$ cat config.mk
export PLATFORM = sky130hd
export DESIGN_NAME = ckrt_ram
export DESIGN_NICKNAME = d
export VERILOG_FILES = /design/src/sv/ckrt_ram.sv
export SDC_FILE = /design/constraint.sdc
export NUM_CORES = 2
export LEC_CHECK = 0
export BUFFER_PORTS_ARGS = -buffer_cell sky130_fd_sc_hd__buf_4
export CORE_MARGIN = 8
export CORE_UTILIZATION = 59
export CTS_BUF_LIST = sky130_fd_sc_hd__clkbuf_8
export CTS_CLUSTER_SIZE = 10
export DETAILED_ROUTE_END_ITERATION = 10
export HOLD_SLACK_MARGIN = 0.02
export PLACE_DENSITY = 0.84
export SETUP_SLACK_MARGIN = 0.1
export SLEW_MARGIN = 10
export SYNTH_ARGS = -nofsm -noshare
export SYNTH_HDL_FRONTEND = slang
export SYNTH_SLANG_ARGS = --single-unit
$ cat constraint.sdc
create_clock -name clk -period 3.2 [get_ports clk]
set_clock_uncertainty 0.2 [all_clocks]
set_input_delay 0.16 -clock clk [delete_from_list [all_inputs] [get_ports clk]]
set_output_delay 0.16 -clock clk [all_outputs]
set_load 0.005 [all_outputs]
$ cat src/sv/ckrt_ram.sv
// Generic single-write, single-read RAM with registered read data.
`default_nettype none
module ckrt_ram #(
	parameter int WIDTH = 32,
	parameter int DEPTH = 64
) (
	input  wire logic                     clk,
	input  wire logic                     we,
	input  wire logic [$clog2(DEPTH)-1:0] waddr,
	input  wire logic [WIDTH-1:0]         wdata,
	input  wire logic [$clog2(DEPTH)-1:0] raddr,
	output logic      [WIDTH-1:0]         rdata
);

	logic [WIDTH-1:0] mem_q [DEPTH];

	always_ff @(posedge clk) begin
		if (we) begin
			mem_q[waddr] <= wdata;
		end
		rdata <= mem_q[raddr];
	end

endmodule
`default_nettype wire

---- Word-level counts from Yosys, hierarchy flattened ----
Memory sizes are Yosys's and may differ from the RTL's. A register that Yosys moved wholly into a read port is not among the register bits.
Index checks and enable logic that the tools add are counted.
W data, S select, Z words.
storage, ports and cells
  memories ................................ 1
  output and inout bits ................... 32
  RAM bits ................................ 2048
  word-level logic and storage cells ...... 3
  flip-flop bits (word level) ............. 0
memory list
  memory  depth  width  read ports  clocked after memory_dff  write ports  RTL line  RTL
  mem_q   64     32     1           1                         1            15        logic [WIDTH-1:0] mem_q [DEPTH];
operators by class
  multiplexer cells ....................... 2
operator list
  kind     count
  $mux W1  2

---- Depth between registers and ports, before layout ----
  word-level depth ........................ 2
  depth in mapped cells ................... 10
  depth with buffers taken out ............ 5

---- Worst setup path before layout ----
OpenSTA, ideal clock, no wires.
  path kind ............................... input port to flip-flop
  start point ............................. input waddr[3]
  end point ............................... memory mem_q[48][0], enable pin
  data arrival time ....................... 2.859 ns
  stages .................................. 4
  path buffers ............................ 1
  data required time ...................... 2.539 ns
  slack ................................... -0.320 ns
  setup time .............................. 0.461 ns
  cells stage by stage .................... clkbuf_1 -> nor2b_1 -> nand4b_1 -> nor3_1
RTL lines
  what                RTL line  RTL
  start: declaration  9         input wire logic [$clog2(DEPTH)-1:0] waddr,
  end: declaration    15
No word-level cell before the write port.

---- Final worst setup path ----
  start point ............................. input waddr[4]
  end point ............................... memory mem_q[41][24], enable pin
No word-level cell before the write port.

==> results.ini <==
[pwr]
p_per_area_mw_per_mm2 = 600.6
power_leakage_nw = 28.63
ir_drop_v = 0.0005101

[timing]
fmax_ghz = 0.3098
drv_slew = 0
rsz0062_at_grt = no
period_needed_ns = 3.228
worstMarginPinSlew_ns = 1.100
slew_headroom_pct = 26.45
layout_setup_ws_ns = -0.02769
setup_viol = 7
fin_hold_ws_ns = 0.07245
finalCritPeriodShare_pct = 100.9
hold_violations = 0

[cells_and_area]
fillers = 7335
fin_nets = 3866
fin_area_mm2 = 0.08972
final_cell_mix = 2,048 x edfxtp_1, 544 x mux4_2, 342 x clkbuf_8
area_delta_synth_final_pct = 14.27
drive_above_1_share_pct = 32.31
final_common_cell = edfxtp_1

[critical_path]
worstSetupPathType = input pin to register
cp_common_cell = dlygate4sd3_1
max_stage_delay_ns = 1.28
cp_top_family = buffers and inverters
r2r_slack_ns = 0.34
startpoint_type = input pin
r2r_end = rdata[0]$_DFF_P_
path_cells = dlygate4sd3_1 > buf_4 > nand3b_1 > dlygate4sd3_1 > buf_4 > nor2_4 > dlygate4sd3_1 > buf_12
cp-startpoint = waddr[4]
crit_slowest_cell = dlygate4sd3_1
cp.buffers_inverters = 6
critPathArrivalTime_ns = 3.69
crit_required_ns = 3.66
r2r-start = mem_q[31][0]$_DFFE_PP_
crit_path_end_kind = register
reg2reg_depth = 7
crit_path_max_fanout = 21

[yosys]
synth.distinct_cells = 34
synth-seq-cells = 2080
ys_seq_area_share_pct = 79.14
synthArstFlopShare_pct = 0
synth.avg_cell_area_um2 = 23.62
synth_area_mm2 = 0.07852
synth_edf_count = 2048
yosysWarnings = 0
synth_nets = 3370
synthCells = 3324
ys.flop_type = edfxtp_1

[clock_network]
cts-htree-levels = 5
clock_latency_ns = 1.01
clock_sinks = 2080
clk_path_buf_depth = 4
cts_resized = 0
cts_made_buffers = 325
path_clk_slew_ns = 0.06
post_cts_buffers = 0
cts_tree = built
postCtsHoldBufs = 62
cts_root_buf = clkbuf_8

[hold_path]
hold_path_end = mem_q[2][4]$_DFFE_PP_
hold_class = input pin to register
holdPathStages = 2
min_from = wdata[4]

[die]
die-area_mm2 = 0.1450
io_pins = 78
rows = 134
fp.dieH_um = 380.8
fp.dieW_um = 380.8
core_mm2 = 0.1328
start_util_pct = 59.13

[drt]
wirelength_um = 212800
drt_first_iter_violations = 6870
avgRoutedWirePerCell_um = 36.56
firstDrtPassIters = 6
drc_errors = 0
via_per_inst = 7.023
ant_nets = 0
num_vias = 40880

[outcome]
violations = negative setup slack
status = finished with violations

[global_routing]
grt_pass1_vias = 41880
antenna_found_initial = 5
grt_pass1_wl_um = 300200
grt_max_degree = 65
grt_overflow_total = 0
track_usage_pct = 29.05

[place]
dpl_cell_area_mm2 = 0.08327
port_buffers = 77
dpl.hpwl_um = 117200
gp_congestion = 0.8390

[job]
drv_cap = 0

-- cell type report --
type / instances / area, um2 / share of cell area [%]
Antenna cell: 5 / 12.51 / 0.01395
Sequential cell: 2080 / 62140 / 69.26
Clock buffer: 342 / 4707 / 5.246
Tap cell: 1768 / 2212 / 2.466
Multi-Input combinational cell: 1062 / 15980 / 17.81
Timing Repair Buffer: 351 / 3563 / 3.972
Clock inverter: 213 / 1104 / 1.230
-- cells by family (layout without fill, tap and decap cells) --
| family | count (synthesis) | after routing | synth area share [%] |
|---|---|---|---|
| DFF | 2080 | 2080 | 79.14 |
| muxes | 637 | 637 | 16.79 |
| and+or+nand+nor | 223 | 223 | 1.265 |
| AOI/OAI and AO/OA | 202 | 202 | 1.673 |
| buffers and inverters | 182 | 906 | 1.128 |
| other | 0 | 5 | 0 |
-- registers in the layout, summed over array words and instances, names as in the netlist --
register and count:
rdata 32, mem_q 2048
-- routing by layer --
layer / wire length [um] / up-vias / GRT usage [%]
li1: - / 15290 / -
met1: 66840 / 20670 / 37.58
met2: 100100 / 4009 / 44.96
met3: 30570 / 914 / 7.419
met4: 15290 / 0 / 17.47
met5: 0 / - / 0
-- stage by stage --
stage / TNS, ns / setup slack (ns) / instances / power, W / utilization (%)
after detailed placement: -0.06182 / -0.06182 / 5199 / 0.03367 / 62.71
after CTS: 0 / 0.1992 / 5816 / 0.05385 / 67.56
final: -0.1516 / -0.02769 / 5821 / 0.05388 / 67.57
after global placement: -0.04957 / -0.04957 / 5199 / 0.03354 / 62.71
after global routing: 0 / 0.1193 / 5818 / 0.05520 / 67.56
after floorplan: 0 / 0.1881 / 3324 / 0.03226 / -
-- report_power, final --
group	internal, W	switching, W	total (W)
Clock	0.0105	0.0101	0.0206
Sequential	0.0302	0.000154	0.0303
Combinational	0.00119	0.00177	0.00296
-- Yosys cell counts (3+ instances only) --
master,count,share of area [%]
a21oi_1,62,0.40
a22oi_1,12,0.11
o32ai_1,4,0.045
buf_4,25,0.24
o22ai_1,84,0.67
nor3_1,7,0.045
nor2_1,137,0.65
buf_2,57,0.36
or3b_2,3,0.033
edfxtp_1,2048,78
mux4_2,544,16
buf_6,5,0.072
nand3_1,5,0.032
dfxtp_1,32,0.82
a41o_1,4,0.051
a311oi_1,8,0.089
nand2_1,26,0.12
mux2i_1,93,1.2
buf_1,21,0.10
nand3b_1,5,0.048
or3_1,3,0.024
nand2b_1,8,0.064
clkbuf_1,74,0.35
o221ai_1,27,0.30
nor2b_1,15,0.12
and3_1,4,0.032
-- worst max-delay path by stage --
stage / endpoint / slack, ns / depth (start not counted)
4_1_cts: mem_q[41][19]$_DFFE_PP_ / 0.20 / 8
3_3_place_gp: rdata[5]$_DFF_P_ / -0.05 / 7
3_5_place_dp: rdata[5]$_DFF_P_ / -0.06 / 7
5_1_grt: mem_q[41][24]$_DFFE_PP_ / 0.12 / 8
6_report: mem_q[41][24]$_DFFE_PP_ / -0.03 / 8
2_1_floorplan: mem_q[39][0]$_DFFE_PP_ / 0.19 / 4
Note: power is estimated with default switching activity, not from simulation.
