===== config.mk =====
export PLATFORM = sky130hd
export DESIGN_NAME = ckrt_ctrl
export DESIGN_NICKNAME = d
export VERILOG_FILES = /design/src/sv/ckrt_pkg.sv /design/src/sv/ckrt_ctrl.sv
export SDC_FILE = /design/constraint.sdc
export NUM_CORES = 1
export LEC_CHECK = 0
export BUFFER_PORTS_ARGS = -buffer_cell sky130_fd_sc_hd__buf_2
export CORE_AREA = 2 2 147 149
export CTS_BUF_LIST = sky130_fd_sc_hd__clkbuf_16
export CTS_CLUSTER_SIZE = 10
export DETAILED_ROUTE_END_ITERATION = 10
export DIE_AREA = 0 0 149 151
export HOLD_SLACK_MARGIN = 0.15
export PLACE_DENSITY_LB_ADDON = 0.15
export SYNTH_ARGS = -nofsm -noshare
export SYNTH_HDL_FRONTEND = slang
export SYNTH_SLANG_ARGS = --single-unit

===== constraint.sdc =====
create_clock -name clk -period 11.7 [get_ports clk]
set_input_delay 2.34 -clock clk [delete_from_list [all_inputs] [get_ports clk]]
set_output_delay 2.34 -clock clk [all_outputs]
set_load 0.01 [all_outputs]

===== src/sv/ckrt_pkg.sv =====
// Shared types and constants for the compacting keyed record table.
`default_nettype none
package ckrt_pkg;

	localparam int ENTRIES      = 64;
	localparam int VALUE_BITS   = 64;
	localparam int KEY_W        = 32;
	localparam int IDX_W        = $clog2(ENTRIES);
	localparam int CNT_W        = $clog2(ENTRIES + 1);

	typedef enum logic [1:0] {
		OP_ADD    = 2'd0,
		OP_DELETE = 2'd1,
		OP_UPDATE = 2'd2,
		OP_LOOKUP = 2'd3
	} op_t;

	typedef enum logic [1:0] {
		ST_DONE    = 2'd0,
		ST_FULL    = 2'd1,
		ST_MISSING = 2'd2
	} status_t;

	// one write port and one read port, shared by the key and value stores
	typedef struct packed {
		logic                  we;
		logic [IDX_W-1:0]      waddr;
		logic [KEY_W-1:0]      wkey;
		logic [VALUE_BITS-1:0] wval;
		logic [IDX_W-1:0]      raddr;
	} mem_req_t;

	typedef struct packed {
		logic                  load;
		status_t               status;
		logic [VALUE_BITS-1:0] value;
		logic [CNT_W-1:0]      count;
	} result_t;

endpackage
`default_nettype wire


===== src/sv/ckrt_ctrl.sv =====
// Sequencer: append, linear key search with one shared comparator, and compaction.
`default_nettype none
module ckrt_ctrl (
	input  wire logic                              clk,
	input  wire logic                              arst_n,
	input  wire logic                              in_valid,
	output logic                                   in_ready,
	input  wire logic [1:0]                        operation,
	input  wire logic [ckrt_pkg::KEY_W-1:0]        key,
	input  wire logic [ckrt_pkg::VALUE_BITS-1:0]   value,
	input  wire logic [ckrt_pkg::KEY_W-1:0]        key_rdata,
	input  wire logic [ckrt_pkg::VALUE_BITS-1:0]   val_rdata,
	output ckrt_pkg::mem_req_t                     mem,
	input  wire logic                              out_free,
	output ckrt_pkg::result_t                      res
);

	typedef enum logic [2:0] {
		S_IDLE,
		S_ADD,
		S_SCAN,
		S_SHIFT,
		S_RESP
	} state_t;

	state_t                              state_q;
	ckrt_pkg::op_t                       op_q;
	logic [ckrt_pkg::KEY_W-1:0]          key_q;
	logic [ckrt_pkg::VALUE_BITS-1:0]     val_q;
	logic [ckrt_pkg::CNT_W-1:0]          count_q;
	logic [ckrt_pkg::CNT_W-1:0]          idx_q;
	logic                                rd_vld_s1;
	logic [ckrt_pkg::IDX_W-1:0]          rd_idx_s1;
	ckrt_pkg::status_t                   res_status_q;
	logic [ckrt_pkg::VALUE_BITS-1:0]     res_value_q;

	logic has_room;
	logic more;
	logic hit;

	assign has_room = count_q < ckrt_pkg::CNT_W'(ckrt_pkg::ENTRIES);
	assign more     = idx_q < count_q;
	// the one key comparator, fed by the registered read of the key store
	assign hit      = (state_q == S_SCAN) && rd_vld_s1 && (key_rdata == key_q);
	assign in_ready = (state_q == S_IDLE);

	assign res.load   = (state_q == S_RESP) && out_free;
	assign res.status = res_status_q;
	assign res.value  = res_value_q;
	assign res.count  = count_q;

	always_comb begin
		mem       = '0;
		mem.raddr = idx_q[ckrt_pkg::IDX_W-1:0];
		case (state_q)
			S_ADD: begin
				mem.we    = has_room;
				mem.waddr = count_q[ckrt_pkg::IDX_W-1:0];
				mem.wkey  = key_q;
				mem.wval  = val_q;
			end
			S_SCAN: begin
				mem.we    = hit && (op_q == ckrt_pkg::OP_UPDATE);
				mem.waddr = rd_idx_s1;
				mem.wkey  = key_rdata;
				mem.wval  = val_q;
			end
			S_SHIFT: begin
				// entry read last cycle moves down one slot
				mem.we    = rd_vld_s1;
				mem.waddr = rd_idx_s1 - 1'b1;
				mem.wkey  = key_rdata;
				mem.wval  = val_rdata;
			end
			default: begin
				mem.we = 1'b0;
			end
		endcase
	end

	always_ff @(posedge clk or negedge arst_n) begin
		if (!arst_n) begin
			state_q   <= S_IDLE;
			count_q   <= '0;
			rd_vld_s1 <= 1'b0;
		end else begin
			case (state_q)
				S_IDLE: begin
					if (in_valid) begin
						op_q        <= ckrt_pkg::op_t'(operation);
						key_q       <= key;
						val_q       <= value;
						idx_q       <= '0;
						rd_vld_s1   <= 1'b0;
						res_value_q <= '0;
						if (ckrt_pkg::op_t'(operation) == ckrt_pkg::OP_ADD) begin
							state_q <= S_ADD;
						end else begin
							state_q <= S_SCAN;
						end
					end
				end
				S_ADD: begin
					if (has_room) begin
						count_q      <= count_q + 1'b1;
						res_status_q <= ckrt_pkg::ST_DONE;
					end else begin
						res_status_q <= ckrt_pkg::ST_FULL;
					end
					state_q <= S_RESP;
				end
				S_SCAN: begin
					rd_vld_s1 <= more && !hit;
					rd_idx_s1 <= idx_q[ckrt_pkg::IDX_W-1:0];
					if (more && !hit) begin
						idx_q <= idx_q + 1'b1;
					end
					if (hit) begin
						res_status_q <= ckrt_pkg::ST_DONE;
						case (op_q)
							ckrt_pkg::OP_DELETE: begin
								idx_q   <= ckrt_pkg::CNT_W'(rd_idx_s1) + 1'b1;
								state_q <= S_SHIFT;
							end
							ckrt_pkg::OP_LOOKUP: begin
								res_value_q <= val_rdata;
								state_q     <= S_RESP;
							end
							default: begin
								state_q <= S_RESP;
							end
						endcase
					end else if (!rd_vld_s1 && !more) begin
						res_status_q <= ckrt_pkg::ST_MISSING;
						state_q      <= S_RESP;
					end
				end
				S_SHIFT: begin
					rd_vld_s1 <= more;
					rd_idx_s1 <= idx_q[ckrt_pkg::IDX_W-1:0];
					if (more) begin
						idx_q <= idx_q + 1'b1;
					end
					if (!rd_vld_s1 && !more) begin
						count_q      <= count_q - 1'b1;
						res_status_q <= ckrt_pkg::ST_DONE;
						state_q      <= S_RESP;
					end
				end
				S_RESP: begin
					if (out_free) begin
						state_q <= S_IDLE;
					end
				end
				default: begin
					state_q <= S_IDLE;
				end
			endcase
		end
	end

endmodule
`default_nettype wire


## After elaboration in Yosys (flattened, before gate mapping)

Index checks and enable logic that the tools add are counted.

- Magnitude comparators: 2
- Mux-type cells: 29
- Reduce and logical (&&, ||, !) cells: 24
- Equal/unequal tests: 16
- Add/sub/neg operators: 5

Operators with widths:

| operator | number |
|---|---|
| $pmux 102 s3 | 1 |
| $mux 64 | 3 |
| $pmux 64 s2 | 1 |
| $mux 7 | 7 |
| $eq 32x32->1 | 1 |
| $pmux 7 s3 | 1 |
| $mux 3 | 5 |
| $pmux 3 s5 | 1 |
| $add 7x1->7 const B | 2 |
| $pmux 7 s2 | 1 |
| $ne 2x2->1 const B | 6 |
| $mux 2 | 4 |
| $reduce_and 4->1 | 2 |
| $add 6x1->7 const B | 1 |
| $lt 7x7->1 | 1 |
| $lt 7x7->1 const B | 1 |
| $sub 7x1->7 const B | 1 |
| $eq 3x2->1 const B | 2 |
| $logic_and 1x1->1 | 6 |
| $pmux 1 s3 | 2 |
| $pmux 2 s3 | 1 |
| $reduce_and 2->1 | 3 |
| $reduce_and 3->1 | 2 |
| $reduce_bool 3->1 | 2 |
| 14 further kinds | 19 |

- Output and inout port bits: 184
- Logic and storage cells: 86
- Input port bits: 198
- Bits in registers: 188

## Logic depth before layout (Yosys ltp)

Gate-level depths: netlist of the first run.

- Depth in word-level cells: 9
- Gate-level depth with buffers: 13
- Gate-level depth less buffers: 11

## Worst setup path after synthesis of the first run

OpenSTA, ideal clock, no wires.

- Path type: in2reg
- From: in key_rdata[31] in the netlist's numbering
- To: reg res_value_q[0] in the netlist's numbering, enable pin
- Buffers on the path: 0
- Arrival time: 9.429 ns
- Library setup time: 0.644 ns
- Cell stages on the path: 6
- Data required time: 11.056 ns
- Slack: 1.627 ns
- Path through: xor2_1 or2_2 nor3b_1 and4_1 a21oi_1 nor4_1

- Word-level cells in the longest chain between the ends: 4

RTL lines:

| item | RTL line | RTL |
|---|---|---|
| from (decl) | ckrt_ctrl.sv:11 | `input wire logic [ckrt_pkg::KEY_W-1:0] key_rdata,` |
| $eq 32x32->1 | ckrt_ctrl.sv:44 | `assign hit = (state_q == S_SCAN) && rd_vld_s1 && (key_rdata == key_q);` |
| $logic_and 1x1->1 | ckrt_ctrl.sv:44 |  |
| $ne 2x2->1 (no line) | - |  |
| $reduce_and 5->1 (no line) | - |  |
| to (signal assigned) | ckrt_ctrl.sv:126 | `res_value_q <= val_rdata;` |
| to (decl) | ckrt_ctrl.sv:35 | `logic [ckrt_pkg::VALUE_BITS-1:0] res_value_q;` |

No other way between the ends.
A chain may end at the register's enable or synchronous reset.

==> results of run 1 <==
==> layer usage <==
| layer | up-vias | global-route usage [%] | share of wire, % |
|---|---|---|---|
| li1 | 3268 | - | - |
| met1 | 3332 | 28.80 | 40 |
| met2 | 305 | 38.23 | 50 |
| met3 | 42 | 7.018 | 7.9 |
| met4 | 6 | 8.667 | 2.3 |
| met5 | - | 0 | 0.15 |
==> cell usage in the layout (no fill, tap or decap), types with 6 or more instances in the layout <==
cell type and count:
buf_2 381, xnor2_1 39, buf_4 8, nand2_1 24, clkbuf_16 17, ha_1 14
and3_1 67, o21ai_0 22, a21oi_1 20, nand3_1 11, inv_1 12, xor2_1 8
a22o_1 98, nor2b_1 6, edfxtp_1 177, dfrtp_1 11, nand4_1 12, nor2_1 18
==> critical path, stage by stage <==
cell,delay (ps)
buf_2,110
xnor2_1,210
nand4_1,180
nor4_2,360
nand3_2,230
or4_2,580
o21ai_0,120
buf_2,170
==> logic make-up (layout without fill, tap and decap cells) <==
logic type	after synthesis	in the layout	synth area share (%)
buf+inv	61	433	2.893
fa+ha+maj	15	15	2.234
simple gates	167	167	10.86
flops	188	188	63.99
xor+xnor	47	47	4.712
mux	4	4	0.4583
other cells	0	3	0
compound gates	169	169	14.85
==> sequential cells by signal, indices dropped and copies added (netlist names) <==
name / cells
count_q: 7
idx_q: 7
key_q: 32
op_q: 2
rd_idx_s1: 6
rd_vld_s1: 1
res_status_q: 2
res_value_q: 64
state_q: 3
val_q: 64
==> power by group through the flow <==
| stage | Combinational (uW) | Sequential (uW) | Clock, uW |
|---|---|---|---|
| after global routing | 953 | 982 | 601 |
| after global placement | 875 | 982 | 0 |
| after detailed placement | 880 | 984 | 0 |
| after CTS | 884 | 970 | 572 |
| after floorplan | 523 | 985 | 0 |
| final | 871 | 971 | 562 |
==> final timing paths <==
path | slack (ps) | start | cells past startpoint | endpoint
min in group asynchronous | 1810 | arst_n | 1 | count_q[2]
max in group asynchronous | 9630 | arst_n | 1 | state_q[0]
worst min register to register | 550 | count_q[6] | 1 | count_q[6]
worst max-delay path | 5050 | key_rdata[8] | 8 | mem[108]
worst min-delay path | 550 | count_q[6] | 1 | count_q[6]
worst max register to register | 7810 | state_q[1] | 9 | count_q[6]
==> final cells by class <==
class | instances | area [um^2] | area share, %
clock inverters | 15 | 152.6 | 1.332
multi-input cells | 402 | 2927 | 25.54
flip-flops and latches | 188 | 5590 | 48.79
clock buffers | 17 | 425.4 | 3.713
inverters | 12 | 45.04 | 0.3931
repair buffers | 389 | 1967 | 17.17
diodes | 3 | 7.507 | 0.06552
well taps | 275 | 344.1 | 3.003
==> stage by stage <==
stage                     total power, uW  hold WS [ps]  setup WS (ps)  instance area [um^2]
final                                2404         550.0           5054                 11460
after global routing                 2536         602.7           4942                 11450
after floorplan                      1508         527.1           1627                  8736
after detailed placement             1864         546.6           5044                 10870
after CTS                            2426         556.7           5041                 11450
after global placement               1858         545.4           5095                 10870
==> results.cfg, run 1 <==
[clock_network]
cts_tree = yes
clock_latency_ps = 430
cts_root_buffer = clkbuf_16
cts_sinks = 188
clk_transition_reported_paths_ps = 70
clockBufferDepth = 2
ctsResizeCount = 0
cts_buffers = 17
ctsHoldBuffers = 0
cts_setup_buffers = 0
cts-htree-levels = 4

[synth]
synth_cell_types = 53
synth_edf_count = 177
synth_area_leaders = edfxtp_1 61%, a22o_1 9.8%, and3_1 4.9%, xnor2_1 3.9%, dfrtp_1 3.2%
yosysTopAreaCellShare_pct = 60.84
synth.avg_cell_area_um2 = 13.42
yosysTopAreaCell = edfxtp_1
yosysMostFrequentCell = edfxtp_1
async_flop_share_pct = 5.851
dominantRegCellSynth = edfxtp_1
synth_common_cells = 177 x edfxtp_1, 98 x a22o_1, 68 x and3_1, 39 x xnor2_1, 38 x clkbuf_1
yosysSeqAreaShare_pct = 63.99
synth_seq_cells = 188
synthCells = 651
ys_warn_count = 0
syn-cell-area_mm2 = 0.008736
syn_nets = 864

[timing]
hold_violations = 0
finClkSkew_ps = 16.99
worst_slew_margin_rel_pct = 22.97
worst_slew_pin_slew_ps = 1146
min_period_over_period_pct = 56.80
maxSlewViolCount = 0
fin_tns_setup_ps = 0
rsz0062_at_grt = false
fin_crit_ps = 6646
setup_viol = 0
fmax_mhz = 150.5

[worst_setup_path]
end_kind = output port
worstSetupStartpointType = input port
cp.required_ps = 9360
cp.arrival_ps = 4310
crit_type = input port to output port
cp_max_fo = 9

[global_route]
antenna_found_initial = 4
grt_pass1_wl_mm = 39.01
grt_pass1_vias = 6804
grt_max_degree = 100
track_usage_pct = 23.14
grt_overflow = 0

[cells_and_area]
final_cells = 1301
fill_cells = 1856
drive_gt1_share_pct = 42.52
area_growth_pct = 31.17
final_nets = 1223
final_util_pct = 55.03

[drt]
wirelength_mm = 26.89
vias_per_cell = 5.344
drtAntennaViolNets = 0
post_drt_wl_per_cell_um = 20.67
num_vias = 6953
drtPass1Iterations = 5
drt-initial-drc-count = 403
drc = 0

[power]
p_int_uw = 1519
swShare_pct = 36.81
seqPwrFrac_pct = 40.4
ir_drop_mv = 0.1551
p_clk_share_pct = 23.4
cellLeakagePower_uw = 0.005127
switching_power_uw = 885.0
power_density_mw_per_mm2 = 209.8
combPwrFrac_pct = 36.3

[floorplanning]
pin_count = 382
chipHeight_um = 151
dieArea_mm2 = 0.02250
die_w_um = 149
fp.coreArea_mm2 = 0.02082
initial_utilization_pct = 41.95
rows = 53

[place]
hpwl_mm = 19.46
place.gp.congestion = 0.8271
numPortBuffers = 381
placed_cells = 1266

[hold_path]
hp-class = register to register

[run]
maxCapViolCount = 0

[status]
status = finished, final reports clean
(Power assumes the default switching activity.)
==> run 2, diff against run 1 <==
--- a/config.mk
+++ b/config.mk
@@ -6,11 +6,11 @@
 export NUM_CORES = 1
 export LEC_CHECK = 0
 export BUFFER_PORTS_ARGS = -buffer_cell sky130_fd_sc_hd__buf_2
-export CORE_AREA = 2 2 147 149
+export CORE_AREA = 2 2 150 152
 export CTS_BUF_LIST = sky130_fd_sc_hd__clkbuf_16
 export CTS_CLUSTER_SIZE = 10
 export DETAILED_ROUTE_END_ITERATION = 10
-export DIE_AREA = 0 0 149 151
+export DIE_AREA = 0 0 152 154
 export HOLD_SLACK_MARGIN = 0.15
 export PLACE_DENSITY_LB_ADDON = 0.15
 export SYNTH_ARGS = -nofsm -noshare
==> constraint.sdc (replaced) <==
create_clock -name clk -period 5.4 [get_ports clk]
set_input_delay 1.08 -clock clk [delete_from_list [all_inputs] [get_ports clk]]
set_output_delay 1.08 -clock clk [all_outputs]
set_load 0.01 [all_outputs]
==> run 2 against run 1 <==
  * Worst hold slack worse by 5.7 ps
  * Wire length up 2.8%
  * Combinational power up 120%
  * Global-route usage down 0.052 points
  * Critical endpoint is now mem[24]
  * Largest power group unchanged
==> results.cfg, run 2 (same netlist as run 1, synthesis figures left out) <==
[place]
place_ws_ps = 1214
numPortBuffers = 381
hpwl_mm = 19.95
place_area_mm2 = 0.01091
place.gp.congestion = 0.8454
placed_cells = 1272

[floorplanning]
dieArea_mm2 = 0.02341
pin_count = 382
rows = 54
fp.coreArea_mm2 = 0.02169
die_w_um = 152
initial_utilization_pct = 40.28
chipHeight_um = 154

[drt]
drc = 0
wirelength_mm = 27.64
drt-initial-drc-count = 492
vias_per_cell = 5.374
num_vias = 7035
drtPass1Iterations = 5
post_drt_wl_per_cell_um = 21.12
drtAntennaViolNets = 0

[timing]
min_period_over_period_pct = 80.25
setup_ws_ps = 1067
setup_viol = 0
rsz0062_at_grt = false
hold_violations = 0
finClkSkew_ps = 16.25
worst_slew_margin_rel_pct = 31.84
fin_crit_ps = 4334
worst_slew_pin_slew_ps = 1019
maxSlewViolCount = 0
fin_tns_setup_ps = 0
fmax_mhz = 230.8

[cells_and_area]
final_util_pct = 53.20
final_common_cell = buf_2
final_nets = 1224
final_cells = 1309
fin_area_mm2 = 0.01154
reg.largest.list = res_value_q x64, val_q x64, key_q x32
fill_cells = 1967
area_growth_pct = 32.08
mostFrequentLayoutCells = 381 x buf_2, 177 x edfxtp_1, 98 x a22o_1
drive_gt1_share_pct = 42.58

[clock_network]
ctsHoldBuffers = 0
cts_root_buffer = clkbuf_16
cts_sinks = 188
cts_buffers = 17
clockBufferDepth = 2
ctsResizeCount = 0
cts_tree = yes
cts-htree-levels = 4
clock_latency_ps = 440
clk_transition_reported_paths_ps = 70
cts_setup_buffers = 0

[worst_setup_path]
cp.required_ps = 4320
crit_buf_inv = 3
worstSetupStartpointType = register
crit_type = register to output port
slowest_stage = and2_2
path_cells = clkinv_1 -> nor2_1 -> and2_2 -> buf_4 -> a22o_1 -> buf_2
crit_family = buffers and inverters
end_kind = output port
slowest_delay_ps = 710
cp_max_fo = 43
cp.arrival_ps = 3250

[run]
maxCapViolCount = 0

[global_route]
antenna_found_initial = 6
grt_pass1_wl_mm = 41.22
track_usage_pct = 23.09
grt_max_degree = 100
grt_pass1_vias = 7034
grt_overflow = 0

[power]
cellLeakagePower_uw = 0.005156
ir_drop_mv = 0.2030
power_density_mw_per_mm2 = 461.7

[hold_path]
hp-class = input port to async pin

[status]
status = finished, final reports clean
==> run 2: routing by layer <==
metal	wire (um)	GRT usage [%]	vias up	part of all wire, %
li1	-	-	3266	-
met1	10930	28.14	3383	40
met2	13830	38.65	338	50
met3	2157	6.708	46	7.8
met4	723	9.435	2	2.6
met5	7	0	-	0.025
==> run 2: report_power, final <==
| part | switching (uW) | internal (uW) | leakage, uW | total (uW) |
|---|---|---|---|---|
| Clock | 641 | 674 | 0.000301 | 1320 |
| Sequential | 159 | 1920 | 0.00179 | 2080 |
| Combinational | 1170 | 763 | 0.00306 | 1940 |
==> run 2: path summary, 6_finish.rpt <==
path,start,cells after the start,end,slack (ps)
min,arst_n,1,state_q[2],540
min in group clk,count_q[6],1,count_q[6],590
max,state_q[0],6,mem[24],1070
max reg2reg,state_q[0],11,count_q[6],1920
min reg2reg,count_q[6],1,count_q[6],590
max in group asynchronous,arst_n,1,rd_vld_s1,4590
==> run 2: cell type report <==
| cell class | count | area (um^2) | share of cell area [%] |
|---|---|---|---|
| inverter | 12 | 45.04 | 0.3904 |
| timing repair buffer | 390 | 1987 | 17.22 |
| sequential | 188 | 5590 | 48.45 |
| tap | 280 | 350.3 | 3.036 |
| clock buffer | 17 | 425.4 | 3.687 |
| multi-input combinational | 402 | 2935 | 25.44 |
| clock inverter | 15 | 192.7 | 1.670 |
| antenna | 5 | 12.51 | 0.1084 |
==> run 2: metrics by stage <==
step / hold slack (ps) / power, uW
CTS: 531.6 / 5373
global placement: 542.6 / 4044
detailed placement: 578.4 / 4053
floorplan: 527.1 / 3259
global route: 548.5 / 5620
finish: 544.3 / 5328
